<file path="config.mk">
export PLATFORM = sky130hd
export DESIGN_NAME = tsieve_scale
export DESIGN_NICKNAME = d
export VERILOG_FILES = /design/src/hw/rtl/tsieve_pkg.sv /design/src/hw/rtl/tsieve_scale.sv
export SDC_FILE = /design/constraint.sdc
export NUM_CORES = 1
export LEC_CHECK = 0
export ABC_CLOCK_PERIOD_IN_PS = 5700
export BUFFER_PORTS_ARGS = -buffer_cell sky130_fd_sc_hd__clkbuf_2
export CAP_MARGIN = 20
export CELL_PAD_IN_SITES_DETAIL_PLACEMENT = 0
export CELL_PAD_IN_SITES_GLOBAL_PLACEMENT = 1
export CORE_UTILIZATION = 41
export DETAILED_ROUTE_END_ITERATION = 6
export HOLD_SLACK_MARGIN = 0.06
export PLACE_DENSITY = 0.86
export SLEW_MARGIN = 20
export SYNTH_ARGS = -nofsm -noshare
export SYNTH_HDL_FRONTEND = slang
export SYNTH_SLANG_ARGS = --single-unit
</file>
<file path="constraint.sdc">
create_clock -name clk -period 5.7 [get_ports clk]
set_input_delay 1.14 -clock clk [delete_from_list [all_inputs] [get_ports clk]]
set_output_delay 1.14 -clock clk [all_outputs]
set_load 0.01 [all_outputs]
</file>
<file path="src/hw/rtl/tsieve_pkg.sv">
// package with widths, codes and shared types of the totient sieve table
package tsieve_pkg;

  localparam int NUM_W       = 17;
  localparam int NUM_LIMIT   = 1 << NUM_W;
  localparam int TABLE_SIZE  = 131072;
  localparam int TABLE_DEPTH = (TABLE_SIZE < NUM_LIMIT) ? TABLE_SIZE : NUM_LIMIT;
  localparam int ADDR_W      = $clog2(TABLE_DEPTH);
  localparam int IDX_W       = ADDR_W + 1;
  localparam int STATUS_W    = 2;

  // newton steps for the inverse mod 2^17: 3 -> 6 -> 12 -> 24 good bits
  localparam int NEWTON_ITERS = 3;
  localparam int ITER_W       = 2;

  localparam logic OP_BUILD = 1'b0;
  localparam logic OP_QUERY = 1'b1;

  localparam logic [STATUS_W-1:0] ST_OK      = 2'd0;
  localparam logic [STATUS_W-1:0] ST_RANGE   = 2'd1;
  localparam logic [STATUS_W-1:0] ST_UNBUILT = 2'd2;

  typedef struct packed {
    logic              en;
    logic [ADDR_W-1:0] addr;
    logic [NUM_W-1:0]  data;
  } wr_req_t;

endpackage

</file>
<file path="src/hw/rtl/tsieve_scale.sv">
// read-modify-write pipe that scales an entry by (i-1)/i as t - t/i
module tsieve_scale (
  input  logic                          clk,
  input  logic                          rst,
  input  logic                          issue,
  input  logic [tsieve_pkg::ADDR_W-1:0] issue_addr,
  input  logic [tsieve_pkg::NUM_W-1:0]  rd_data,
  input  logic [tsieve_pkg::NUM_W-1:0]  inv,
  input  logic                          even,
  output tsieve_pkg::wr_req_t           wr,
  output logic                          busy
);

  import tsieve_pkg::*;

  logic               v1;
  logic [ADDR_W-1:0]  a1;
  logic               v2;
  logic [ADDR_W-1:0]  a2;
  logic [NUM_W-1:0]   t2;
  logic [NUM_W-1:0]   q2;
  logic [2*NUM_W-1:0] prod;

  // exact division: multiply by the inverse, or halve for the only even prime
  assign prod = (2*NUM_W)'(rd_data) * (2*NUM_W)'(inv);

  always_ff @(posedge clk) begin
    if (rst) begin
      v1 <= 1'b0;
      v2 <= 1'b0;
    end else begin
      v1 <= issue;
      v2 <= v1;
    end
  end

  always_ff @(posedge clk) begin
    a1 <= issue_addr;
    a2 <= a1;
    t2 <= rd_data;
    q2 <= even ? (rd_data >> 1) : prod[NUM_W-1:0];
  end

  assign wr.en   = v2;
  assign wr.addr = a2;
  assign wr.data = t2 - q2;
  assign busy    = v1 | v2;

endmodule

</file>
### Yosys cells after proc, flatten, opt, wreduce, memory -nomap -nowiden

Index checks and enable logic that the tools add are counted.
W data, S select, Z words.

* bits in registers: 70
* input bits: 55
* output and inout port bits: 36
* word-level logic and storage cells: 11

* $add $sub $neg: 1
* multipliers: 1
* muxes and demuxes: 1
* bitwise logic cells: 1

Operator list (count)
* $mul A17 B17 Y17: 1
* $sub A17 B17 Y17: 1
* $mux W16: 1
* $or A1 B1 Y1: 1

### Logic depth before layout (Yosys ltp)

Gate-level depths: netlist of run 1.

* depth in word-level cells: 2
* gate-level depth with buffers: 21
* depth with buffers taken out: 20

### Worst setup path after synthesis of run 1

Ideal clock, no wire load.

* path type: input port to flip-flop
* from: input port inv[2] (netlist name)
* to: register q2[16]
* library setup time: 0.130 ns
* arrival time: 5.759 ns
* required time: 5.570 ns
* setup slack: -0.189 ns
* stages: 17
* path buffers: 1
* cells stage by stage: clkbuf_1 -> nand2_1 -> fa_1 -> inv_1 -> fa_1 -> inv_1 -> fa_1 -> fa_1 -> fa_1 -> fa_1 -> xnor2_1 -> xnor2_1 -> xnor2_1 -> xnor3_1 -> xnor3_1 -> nand3_1 -> nor3b_2

* cells in the longest elaborated chain, start to end: 1

RTL lines
* start, declared: line tsieve_scale.sv:8 `input logic [tsieve_pkg::NUM_W-1:0] inv,`
* $mul A17 B17 Y17: line tsieve_scale.sv:25 `assign prod = (2*NUM_W)'(rd_data) * (2*NUM_W)'(inv);`
* end signal, assigned: line tsieve_scale.sv:41 `q2 <= even ? (rd_data >> 1) : prod[NUM_W-1:0];`
* end, declared: line tsieve_scale.sv:21 `logic [NUM_W-1:0] q2;`

No other way between the ends.
A chain may end at the register's enable or synchronous reset.

### Worst setup path in the final report of run 1

* from: input port rd_data[8] (netlist name)
* to: register q2[16]

* cells in the longest elaborated chain, start to end: 1

RTL lines
* start, declared: line tsieve_scale.sv:7 `input logic [tsieve_pkg::NUM_W-1:0] rd_data,`
* $mul A17 B17 Y17: line tsieve_scale.sv:25

No other way between the ends.

==> run summary, run 1 <==
=====================================================================================
Ratio of routed vias to standard cells                                           4.70
Worst setup timing slack at the placement stage                             -0.375 ns
Post-Syn Area per Cell                                                      9.00 um^2
Sort of element at the start of the critical path                          input port
Achievable frequency                                                        0.182 GHz
First-pass detailed-route iteration total                                           4
Cell accounting for the most synthesized area                            sky130_fd_sc_hd__fa_1
Iter 0 DRT Violations                                                             156
Hold path start                                                                a1[16]
FF+latch area                                                            0.00140 mm^2
Layout cell share with drive strength beyond 1                                  20.6%
Clock tree from TritonCTS                                                       built
Critical Path Sink Type                                                      register
CTS max path bufs                                                                   2
Start-to-end type of the worst setup path                                input port to register
Post-detailed-routing wire length                                             15.3 mm
Ports placed on the boundary                                                       91
Wire length of the first global-routing pass                                  26.3 mm
Die ar.                                                                   0.0173 mm^2
Initial antenna violation count                                                     0
Unique cell type count in the Yosys netlist                                        45
Worst hold-check path type                                               register to register
Arrival time of the worst setup path                                          5.70 ns
DRC                                                                                 0
Clock slew seen by the registers of the worst setup and hold paths            0.05 ns
Number of inserted filler cells in the final layout                             1,528
Inserted Clock Buffers                                                              9
Tmin final                                                                    5.51 ns
Worst Setup Slack, final                                                     0.192 ns
Hold-fix buffer count after cts                                                     0
Largest cells by area after synthesis                                    sky130_fd_sc_hd__fa_1 (28%), sky130_fd_sc_hd__dfxtp_1 (20%), sky130_fd_sc_hd__ha_1 (12%), sky130_fd_sc_hd__inv_1 (9.3%), sky130_fd_sc_hd__nand2_1 (6.6%)
Number of synthesized register bits                                                70
Hold violation count in the final report                                            0
Area delta synth->final                                                         21.4%
Pwr/cell area                                                             557 mW/mm^2
Remaining antenna violation count after routing                                     0
Combined area of all synthesized cells                                   0.00688 mm^2
Peak ir drop on the vdd network                                            0.000424 V
Max transition margin                                                           57.7%
Number of nets in the synthesized netlist                                         982
Maximum capacitance violations                                                      0
Most instantiated flip-flop cell in the synthesis netlist                sky130_fd_sc_hd__dfxtp_1
Most frequent standard cell in the layout excluding fill and tap cells   sky130_fd_sc_hd__inv_1
Total number of vias                                                            5,254
Minimum setup slack among reg-to-reg paths                                    5.17 ns
Final critical-path share of the clock period                                   96.6%
Final setup violating endpoints                                                     0
Async S/R FF share, synth                                                          0%
Number of global-route vias before repair                                       5,604
Gp weighted congestion                                                          0.883
Crit path launch                                                           rd_data[8]
Critical Path Fanout Max                                                            7
Top library cells by usage in the layout, fill and taps aside            sky130_fd_sc_hd__inv_1 (170), sky130_fd_sc_hd__nand2_1 (120), sky130_fd_sc_hd__fa_1 (93)
Routed len/inst                                                               13.7 um
Std cell rows                                                                      46
Sequential element share of the synthesized area                                20.4%
Share of the synthesized area in the top cell type                              27.7%
Endpoint required time on the critical path                                   5.89 ns
Maximum level of the CTS H-tree                                                     3
Clock latency on the worst-skew pair                                          0.32 ns
Final worst clock skew                                                     0.00483 ns
Count of buffers from port buffering                                               90
Worst slack on hold paths                                                    0.325 ns
Number of buffers added for setup after CTS                                         0
Library cell used as clock root buffer                                   sky130_fd_sc_hd__clkbuf_16
Count of final max-slew check failures                                              0
Synth warn                                                                          0
GR Overflow Total                                                                   0
Number of nets in the finished design                                           1,113
Die span in x                                                                  132 um
HPWL after detailed placement                                                 13.1 mm
Largest net degree at the start of global routing                                  32
Transition time of the tightest slew-check pin                               0.618 ns
DIE HEIGHT                                                                     132 um
Area of the placeable core                                                0.0161 mm^2
Final Core Density                                                              51.8%
Area taken by multi-input logic gates                                    0.00481 mm^2
Cell count after synthesis                                                        764
Number of enable flip-flop cells after synthesis                                    0
Effective utilization at floorplan                                              42.7%
Clock tree sinks                                                                   70
Total global routing track utilization                                          19.1%
Outcome                                                                     completed
Cell leakage power                                                         0.00432 uW
Source of the worst register-to-register timing path                               v1
=====================================================================================
-- worst max-delay path, stage by stage --
cell and delay (ns):
sky130_fd_sc_hd__clkbuf_4 0.16, sky130_fd_sc_hd__and2_4 0.17, sky130_fd_sc_hd__fa_1 0.53, sky130_fd_sc_hd__inv_1 0.05, sky130_fd_sc_hd__fa_1 0.47, sky130_fd_sc_hd__fa_1 0.51
sky130_fd_sc_hd__inv_1 0.05, sky130_fd_sc_hd__fa_1 0.48, sky130_fd_sc_hd__fa_1 0.49, sky130_fd_sc_hd__inv_1 0.05, sky130_fd_sc_hd__fa_1 0.48, sky130_fd_sc_hd__inv_1 0.04
sky130_fd_sc_hd__ha_1 0.28, sky130_fd_sc_hd__and2_4 0.15, sky130_fd_sc_hd__a311oi_2 0.26, sky130_fd_sc_hd__buf_4 0.15, sky130_fd_sc_hd__nand3_1 0.06, sky130_fd_sc_hd__nor3b_2 0.15
-- timing repair --
| item | in CTS | in global routing |
|---|---|---|
| gates resized for setup | 2 | 38 |
| gates cloned | 0 | 0 |
| pin swaps | 0 | 11 |
| setup endpoints to repair | 1 | 3 |
-- layout make-up --
type                    instances  share of cell area (%)
inverters                     171                    7.69
multi-input cells             500                    57.7
flip-flops and latches         70                    16.8
well taps                     216                    3.24
diodes                          1                  0.0300
repair buffers                143                    10.6
clock buffers                  11                    3.03
clock inverters                 5                   0.975
-- power by group --
group | internal, uW | switching [uW] | total, uW
clock network | 406 | 189 | 595
logic | 1760 | 1710 | 3460
registers | 571 | 18.5 | 590
-- per-layer routing --
metal	GRT usage, %	part of all wire [%]	vias up	routed length, um
met2	34.3	49	115	7450
met3	2.93	4.5	20	696
met1	23.3	45	2558	6870
met4	6.14	2.0	0	303
li1	-	-	2561	-
met5	0	0	-	0
-- synth_stat cells (3+ instances only) --
cell	instances
sky130_fd_sc_hd__ha_1	68
sky130_fd_sc_hd__a21oi_1	12
sky130_fd_sc_hd__buf_4	3
sky130_fd_sc_hd__a31oi_1	5
sky130_fd_sc_hd__nand2_1	121
sky130_fd_sc_hd__a311oi_1	3
sky130_fd_sc_hd__nor2_1	10
sky130_fd_sc_hd__inv_1	171
sky130_fd_sc_hd__clkbuf_1	18
sky130_fd_sc_hd__mux2_2	4
sky130_fd_sc_hd__nor2b_1	8
sky130_fd_sc_hd__a21o_1	6
sky130_fd_sc_hd__o31ai_1	3
sky130_fd_sc_hd__o211ai_1	4
sky130_fd_sc_hd__a21boi_0	4
sky130_fd_sc_hd__xor2_1	14
sky130_fd_sc_hd__and2_1	53
sky130_fd_sc_hd__o21a_1	7
sky130_fd_sc_hd__xnor2_1	33
sky130_fd_sc_hd__dfxtp_1	70
sky130_fd_sc_hd__nand2b_1	4
sky130_fd_sc_hd__o21ai_0	17
sky130_fd_sc_hd__fa_1	95
sky130_fd_sc_hd__nand3_1	3
-- sequential cells by signal, summed over array words and instances (netlist names) --
register  flops
v1            1
t2           17
q2           17
v2            1
a2           17
a1           17
-- metrics by stage --
step	TNS, ns	power [uW]	area [um^2]	instances
floorplan	0	2810	6890	764
global placement	-0.743	3720	7900	1100
detailed placement	-1.04	3820	7900	1100
CTS	0	4440	8240	1116
global route	-0.0161	5150	8340	1116
finish	0	4650	8350	1117
-- path summary, 6_finish.rpt --
| kind | cells after the start | endpoint |
|---|---|---|
| setup / recovery | 18 | q2[16] |
| hold reg to reg | 0 | a2[16] |
| hold / removal | 0 | a2[16] |
| setup reg to reg | 1 | v2 |
-- kinds of logic (layout without fill, tap and decap cells) --
| kind of cell | Yosys count | after routing | synth area share, % |
|---|---|---|---|
| AND/OR/NAND/NOR | 212 | 212 | 14.6 |
| AO/OA/AOI/OAI | 71 | 71 | 6.77 |
| multiplexers | 5 | 5 | 0.801 |
| buffers and inverters | 194 | 330 | 10.8 |
| other | 0 | 1 | 0 |
| XOR/XNOR | 49 | 49 | 6.64 |
| adder cells (fa/ha/maj) | 163 | 163 | 40.0 |
| flip-flops | 70 | 70 | 20.4 |
Note: power is estimated with default switching activity, not from simulation.
==> run 2: changes to the inputs <==
BUFFER_PORTS_ARGS = -buffer_cell sky130_fd_sc_hd__buf_4   (was -buffer_cell sky130_fd_sc_hd__clkbuf_2)
CTS_CLUSTER_DIAMETER = 150   (was default)
==> run 2 against run 1 <==
Against the previous run:
- register-to-register slack is essentially flat
- sequential cell count stayed put
- non-clock buffer count fell by 9
- power is 6.3% lower
- routed wire length is 3.0% lower
- sequential share of layout area down 0.093 points
- first-iteration DRC count is 5.1% higher
- critical path type unchanged
- critical endpoint is now q2[14]
- highest routed layer unchanged
==> run summary, run 2 (same netlist as run 1, synthesis figures left out) <==
=====================================================================================
Outcome                                                                     completed
HPWL after detailed placement                                                 12.9 mm
Hold path start                                                                 a1[8]
Die ar.                                                                   0.0173 mm^2
Source of the worst register-to-register timing path                               v1
GR Overflow Total                                                                   0
Total global routing track utilization                                          18.8%
Worst Setup Slack, final                                                     0.231 ns
Count of buffers from port buffering                                               90
Clock tree from TritonCTS                                                       built
Clock Power Share                                                               13.8%
Area delta synth->final                                                         22.0%
Wire length of the first global-routing pass                                  25.9 mm
Final critical-path share of the clock period                                   95.9%
Capture instance of the worst register-to-register path                            v2
Start-to-end type of the worst setup path                                input port to register
Setup repair after global routing missed its margin                             false
Area post-placement                                                      0.00805 mm^2
Effective utilization at floorplan                                              42.7%
Cell leakage power                                                         0.00431 uW
CTS max path bufs                                                                   2
Clock tree sinks                                                                   70
Hold violation count in the final report                                            0
Worst hold-check path type                                               register to register
Largest net degree at the start of global routing                                  32
Post-route design area                                                   0.00839 mm^2
Tmin final                                                                    5.47 ns
Clock latency on the worst-skew pair                                          0.33 ns
Minimum setup slack among reg-to-reg paths                                    5.17 ns
Std cell rows                                                                      46
Worst hold path depth                                                               0
Sequential share of power                                                       13.5%
Inserted Clock Buffers                                                              9
Iter 0 DRT Violations                                                             164
Ant diodes                                                                          0
Endpoint required time on the critical path                                   5.94 ns
Ports placed on the boundary                                                       91
End of the worst hold path                                                      a2[8]
First-pass detailed-route iteration total                                           4
Ratio of routed vias to standard cells                                           4.67
Peak ir drop on the vdd network                                            0.000521 V
Area of the placeable core                                                0.0161 mm^2
Final setup violating endpoints                                                     0
Initial antenna violation count                                                     0
Pwr/cell area                                                             519 mW/mm^2
Library cell used as clock root buffer                                   sky130_fd_sc_hd__clkbuf_16
Post-detailed-routing wire length                                             14.9 mm
Transition time of the tightest slew-check pin                               0.634 ns
Number of cells on the worst reg-to-reg path                                        1
Arrival time of the worst setup path                                          5.71 ns
Routed len/inst                                                               13.4 um
DRC                                                                                 0
Internal power summed over all cells                                          2590 uW
Total power                                                                   4360 uW
Total number of vias                                                            5,171
Achievable frequency                                                        0.183 GHz
Worst setup timing slack at the placement stage                             -0.131 ns
Worst slack on hold paths                                                    0.324 ns
Sort of element at the start of the critical path                          input port
Final worst clock skew                                                     0.00680 ns
Most frequent standard cell in the layout excluding fill and tap cells   sky130_fd_sc_hd__inv_1
Clock slew seen by the registers of the worst setup and hold paths            0.06 ns
DIE HEIGHT                                                                     132 um
Count of final max-slew check failures                                              0
Number of global-route vias before repair                                       5,425
Maximum capacitance violations                                                      0
Remaining antenna violation count after routing                                     0
Critical Path Sink Type                                                      register
Number of nets in the finished design                                           1,104
Switching power total                                                         1770 uW
Final Core Density                                                              52.1%
Top library cells by usage in the layout, fill and taps aside            sky130_fd_sc_hd__inv_1 (171), sky130_fd_sc_hd__buf_4 (134), sky130_fd_sc_hd__nand2_1 (121)
Critical Path Fanout Max                                                           10
Layout cell share with drive strength beyond 1                                  18.1%
Max transition margin                                                           56.7%
Die span in x                                                                  132 um
Maximum level of the CTS H-tree                                                     3
Combinational fraction of design power                                          72.7%
Gp weighted congestion                                                          0.854
Switching Fraction                                                              40.6%
=====================================================================================
run 2: cell types whose count changed in the layout (fill, tap and decap cells not counted), sizes merged:
cell,before,now
buf,61,134
clkbuf,93,11
diode,1,0
run 2: area by class of cell:
cell class,instances,area [um^2]
fill,1508,7720
tap,216,270
timing repair buffer,134,1010
inverter,171,642
clock buffer,11,253
multi-input combinational,500,4740
sequential,70,1400
clock inverter,5,81.3
run 2: how the worst max path moves through the flow:
stage / from / end / slack [ns] / depth (start not counted)
after floorplan: rd_data[8] / q2[16] / 0.02 / 17
after global placement: inv[2] / q2[14] / -0.08 / 18
after detailed placement: inv[2] / q2[15] / -0.13 / 18
after CTS: inv[2] / q2[15] / 0.21 / 18
after global routing: inv[5] / q2[15] / 0.02 / 20
final: inv[2] / q2[14] / 0.23 / 18
run 2: power by group through the flow:
stage               sequential (uW)  clock, uW  combinational (uW)
finish                          589        600                3170
global route                    595        636                3640
CTS                             589        608                3190
detailed placement              600          0                3160
global placement                598          0                3120
floorplan                       598          0                2210
run 2: worst max-delay path: stages:
cell and delay [ns]:
sky130_fd_sc_hd__buf_4 0.16, sky130_fd_sc_hd__and2_1 0.18, sky130_fd_sc_hd__fa_1 0.53, sky130_fd_sc_hd__inv_1 0.05, sky130_fd_sc_hd__fa_1 0.50, sky130_fd_sc_hd__fa_1 0.51
sky130_fd_sc_hd__inv_1 0.04, sky130_fd_sc_hd__ha_1 0.29, sky130_fd_sc_hd__fa_1 0.48, sky130_fd_sc_hd__inv_1 0.05, sky130_fd_sc_hd__fa_1 0.47, sky130_fd_sc_hd__inv_1 0.04
sky130_fd_sc_hd__ha_1 0.31, sky130_fd_sc_hd__and3_1 0.20, sky130_fd_sc_hd__o21ai_1 0.15, sky130_fd_sc_hd__a21oi_1 0.13, sky130_fd_sc_hd__o31a_1 0.28, sky130_fd_sc_hd__o31ai_1 0.20
run 2: stage by stage:
stage / cells / setup TNS, ns
2_1_floorplan: 764 / 0
3_3_place_gp: 1091 / -0.158
3_5_place_dp: 1091 / -0.409
4_1_cts: 1107 / 0
5_1_grt: 1107 / 0
6_report: 1107 / 0
run 2: timing repair:
item,in CTS,in global routing
gates resized for setup,0,1
setup endpoints to repair,0,1
buffers inserted,0,0
hold buffers,0,0
run 2: routing by layer:
| metal | vias to the layer above | wire length, um | track usage (%) |
|---|---|---|---|
| met5 | - | 0 | 0 |
| met4 | 0 | 186 | 4.65 |
| met3 | 13 | 742 | 2.97 |
| met2 | 117 | 7050 | 33.2 |
| met1 | 2499 | 6880 | 23.8 |
| li1 | 2542 | - | - |
==> run 3: changes to the inputs <==
RECOVER_POWER = 50   (was default)
==> run 3 against run 2 <==
Against the previous run:
- worst setup slack about the same
- sequential power barely moved
- hold slack barely moved
- via count is essentially flat
- clock-buffer cell count unchanged
- combinational power about the same
- die area unchanged
- register-to-register slack about the same
- routed wire length about the same
- critical path type unchanged
- critical endpoint is now q2[16]
- largest cell class unchanged
- highest routed layer unchanged
==> run summary, run 3 (same netlist as run 1, synthesis figures left out) <==
=====================================================================================
Outcome                                                                     completed
Critical Path Sink Type                                                      register
Number of inserted filler cells in the final layout                             1,515
Ant diodes                                                                          0
Final worst clock skew                                                     0.00717 ns
Final setup violating endpoints                                                     0
Start-to-end type of the worst setup path                                input port to register
Worst slack on hold paths                                                    0.324 ns
Maximum capacitance violations                                                      0
Count of buffers from port buffering                                               90
Endpoint required time on the critical path                                   5.90 ns
HPWL after detailed placement                                                 12.9 mm
Sort of element at the start of the critical path                          input port
Critical Path Fanout Max                                                           10
Clock tree from TritonCTS                                                       built
Area delta synth->final                                                         21.3%
Maximum level of the CTS H-tree                                                     3
Die ar.                                                                   0.0173 mm^2
Ratio of routed vias to standard cells                                           4.67
Layout cell share with drive strength beyond 1                                  16.5%
Area of the placeable core                                                0.0161 mm^2
Die span in x                                                                  132 um
Number of cells on the worst reg-to-reg path                                        1
Tmin final                                                                    5.47 ns
CTS max path bufs                                                                   2
Initial antenna violation count                                                     0
Worst setup timing slack at the placement stage                             -0.131 ns
GR Overflow Total                                                                   0
Peak ir drop on the vdd network                                            0.000519 V
Iter 0 DRT Violations                                                             189
Setup repair after global routing missed its margin                             false
Largest net degree at the start of global routing                                  32
Hold path start                                                                 a1[8]
Library cell used as clock root buffer                                   sky130_fd_sc_hd__clkbuf_16
Switching power total                                                         1770 uW
Routed len/inst                                                               13.4 um
Combinational fraction of design power                                          72.7%
Sequential share of power                                                       13.5%
Wire length of the first global-routing pass                                  25.9 mm
Remaining antenna violation count after routing                                     0
Clock slew seen by the registers of the worst setup and hold paths            0.06 ns
Ports placed on the boundary                                                       91
First-pass detailed-route iteration total                                           4
Gp weighted congestion                                                          0.854
Max transition margin                                                           56.8%
Worst Setup Slack, final                                                     0.231 ns
Cell leakage power                                                         0.00426 uW
Most frequent standard cell in the layout excluding fill and tap cells   sky130_fd_sc_hd__inv_1
Hold violation count in the final report                                            0
Internal power summed over all cells                                          2580 uW
Inserted Clock Buffers                                                              9
Total global routing track utilization                                          18.8%
Minimum setup slack among reg-to-reg paths                                    5.18 ns
Transition time of the tightest slew-check pin                               0.631 ns
DRC                                                                                 0
DIE HEIGHT                                                                     132 um
Worst hold-check path type                                               register to register
Clock latency on the worst-skew pair                                          0.32 ns
Switching Fraction                                                              40.6%
Post-detailed-routing wire length                                             14.9 mm
Std cell rows                                                                      46
Worst hold path depth                                                               0
Count of final max-slew check failures                                              0
Source of the worst register-to-register timing path                               v1
Final critical-path share of the clock period                                   95.9%
Effective utilization at floorplan                                              42.7%
Clock tree sinks                                                                   70
Number of nets in the finished design                                           1,104
Total number of vias                                                            5,169
Top library cells by usage in the layout, fill and taps aside            sky130_fd_sc_hd__inv_1 (171), sky130_fd_sc_hd__nand2_1 (121), sky130_fd_sc_hd__buf_4 (101)
Clock Power Share                                                               13.8%
Achievable frequency                                                        0.183 GHz
Number of global-route vias before repair                                       5,425
Arrival time of the worst setup path                                          5.67 ns
End of the worst hold path                                                      a2[8]
Pwr/cell area                                                             522 mW/mm^2
Capture instance of the worst register-to-register path                            v2
=====================================================================================
-- run 3: changes by cell type in the layout (fill, tap and decap cells not counted), sizes merged --
| cell | change |
|---|---|
| buf | -33 |
| clkbuf | +33 |
-- run 3: timing repair --
action                                 CTS  global route
endpoints found under the hold margin    0             0
hold buffers                             0             0
resized for setup                        0             1
setup endpoints to repair                0             1
setup buffers                            0             0
-- run 3: worst max-delay path, cell delays in order --
cell                      delay [ns]
sky130_fd_sc_hd__buf_4          0.16
sky130_fd_sc_hd__nand2_1        0.09
sky130_fd_sc_hd__fa_1           0.53
sky130_fd_sc_hd__inv_1          0.05
sky130_fd_sc_hd__fa_1           0.52
sky130_fd_sc_hd__inv_1          0.05
sky130_fd_sc_hd__fa_1           0.48
sky130_fd_sc_hd__fa_1           0.56
sky130_fd_sc_hd__fa_1           0.43
sky130_fd_sc_hd__fa_1           0.39
sky130_fd_sc_hd__xnor2_1        0.19
sky130_fd_sc_hd__xnor2_1        0.15
sky130_fd_sc_hd__xnor2_1        0.15
sky130_fd_sc_hd__xnor3_1        0.25
sky130_fd_sc_hd__xnor3_1        0.26
sky130_fd_sc_hd__nand3_1        0.08
sky130_fd_sc_hd__nor3b_2        0.16
-- run 3: worst max path at each step --
stage               start     end  slack, ns  depth (start not counted)
2_1_floorplan  rd_data[8]  q2[16]       0.02                         17
3_3_place_gp       inv[2]  q2[14]      -0.08                         18
3_5_place_dp       inv[2]  q2[15]      -0.13                         18
4_1_cts            inv[2]  q2[15]       0.21                         18
5_1_grt            inv[5]  q2[15]       0.02                         20
6_report           inv[2]  q2[16]       0.23                         17
-- run 3: area by class of cell --
| class | instances | area (um^2) | area share [%] |
|---|---|---|---|
| clock buffers | 11 | 253 | 3.03 |
| clock inverters | 5 | 81.3 | 0.975 |
| inverters | 171 | 642 | 7.70 |
| multi-input cells | 500 | 4740 | 56.8 |
| flip-flops and latches | 70 | 1400 | 16.8 |
| well taps | 216 | 270 | 3.24 |
| repair buffers | 134 | 953 | 11.4 |
-- run 3: metal layers --
layer / global-route usage [%] / share of wire (%)
met4: 4.65 / 1.1
met2: 33.2 / 47
met1: 23.8 / 46
met3: 2.97 / 5.0
met5: 0 / 0
-- run 3: power by group through the flow --
| stage | registers, uW | logic [uW] | clock network (uW) |
|---|---|---|---|
| 3_3_place_gp | 598 | 3120 | 0 |
| 4_1_cts | 589 | 3190 | 608 |
| 6_report | 589 | 3160 | 599 |
| 3_5_place_dp | 600 | 3160 | 0 |
| 2_1_floorplan | 598 | 2210 | 0 |
| 5_1_grt | 595 | 3630 | 636 |
-- run 3: per-stage QoR --
stage / instance area [um^2] / total power [uW] / util [%] / cells / TNS (ns)
finish: 8340 / 4350 / 51.7 / 1107 / 0
global route: 8340 / 4860 / 51.7 / 1107 / 0
detailed placement: 8050 / 3760 / 50.0 / 1091 / -0.409
global placement: 8050 / 3720 / 50.0 / 1091 / -0.158
floorplan: 6890 / 2810 / - / 764 / 0
CTS: 8390 / 4390 / 52.0 / 1107 / 0
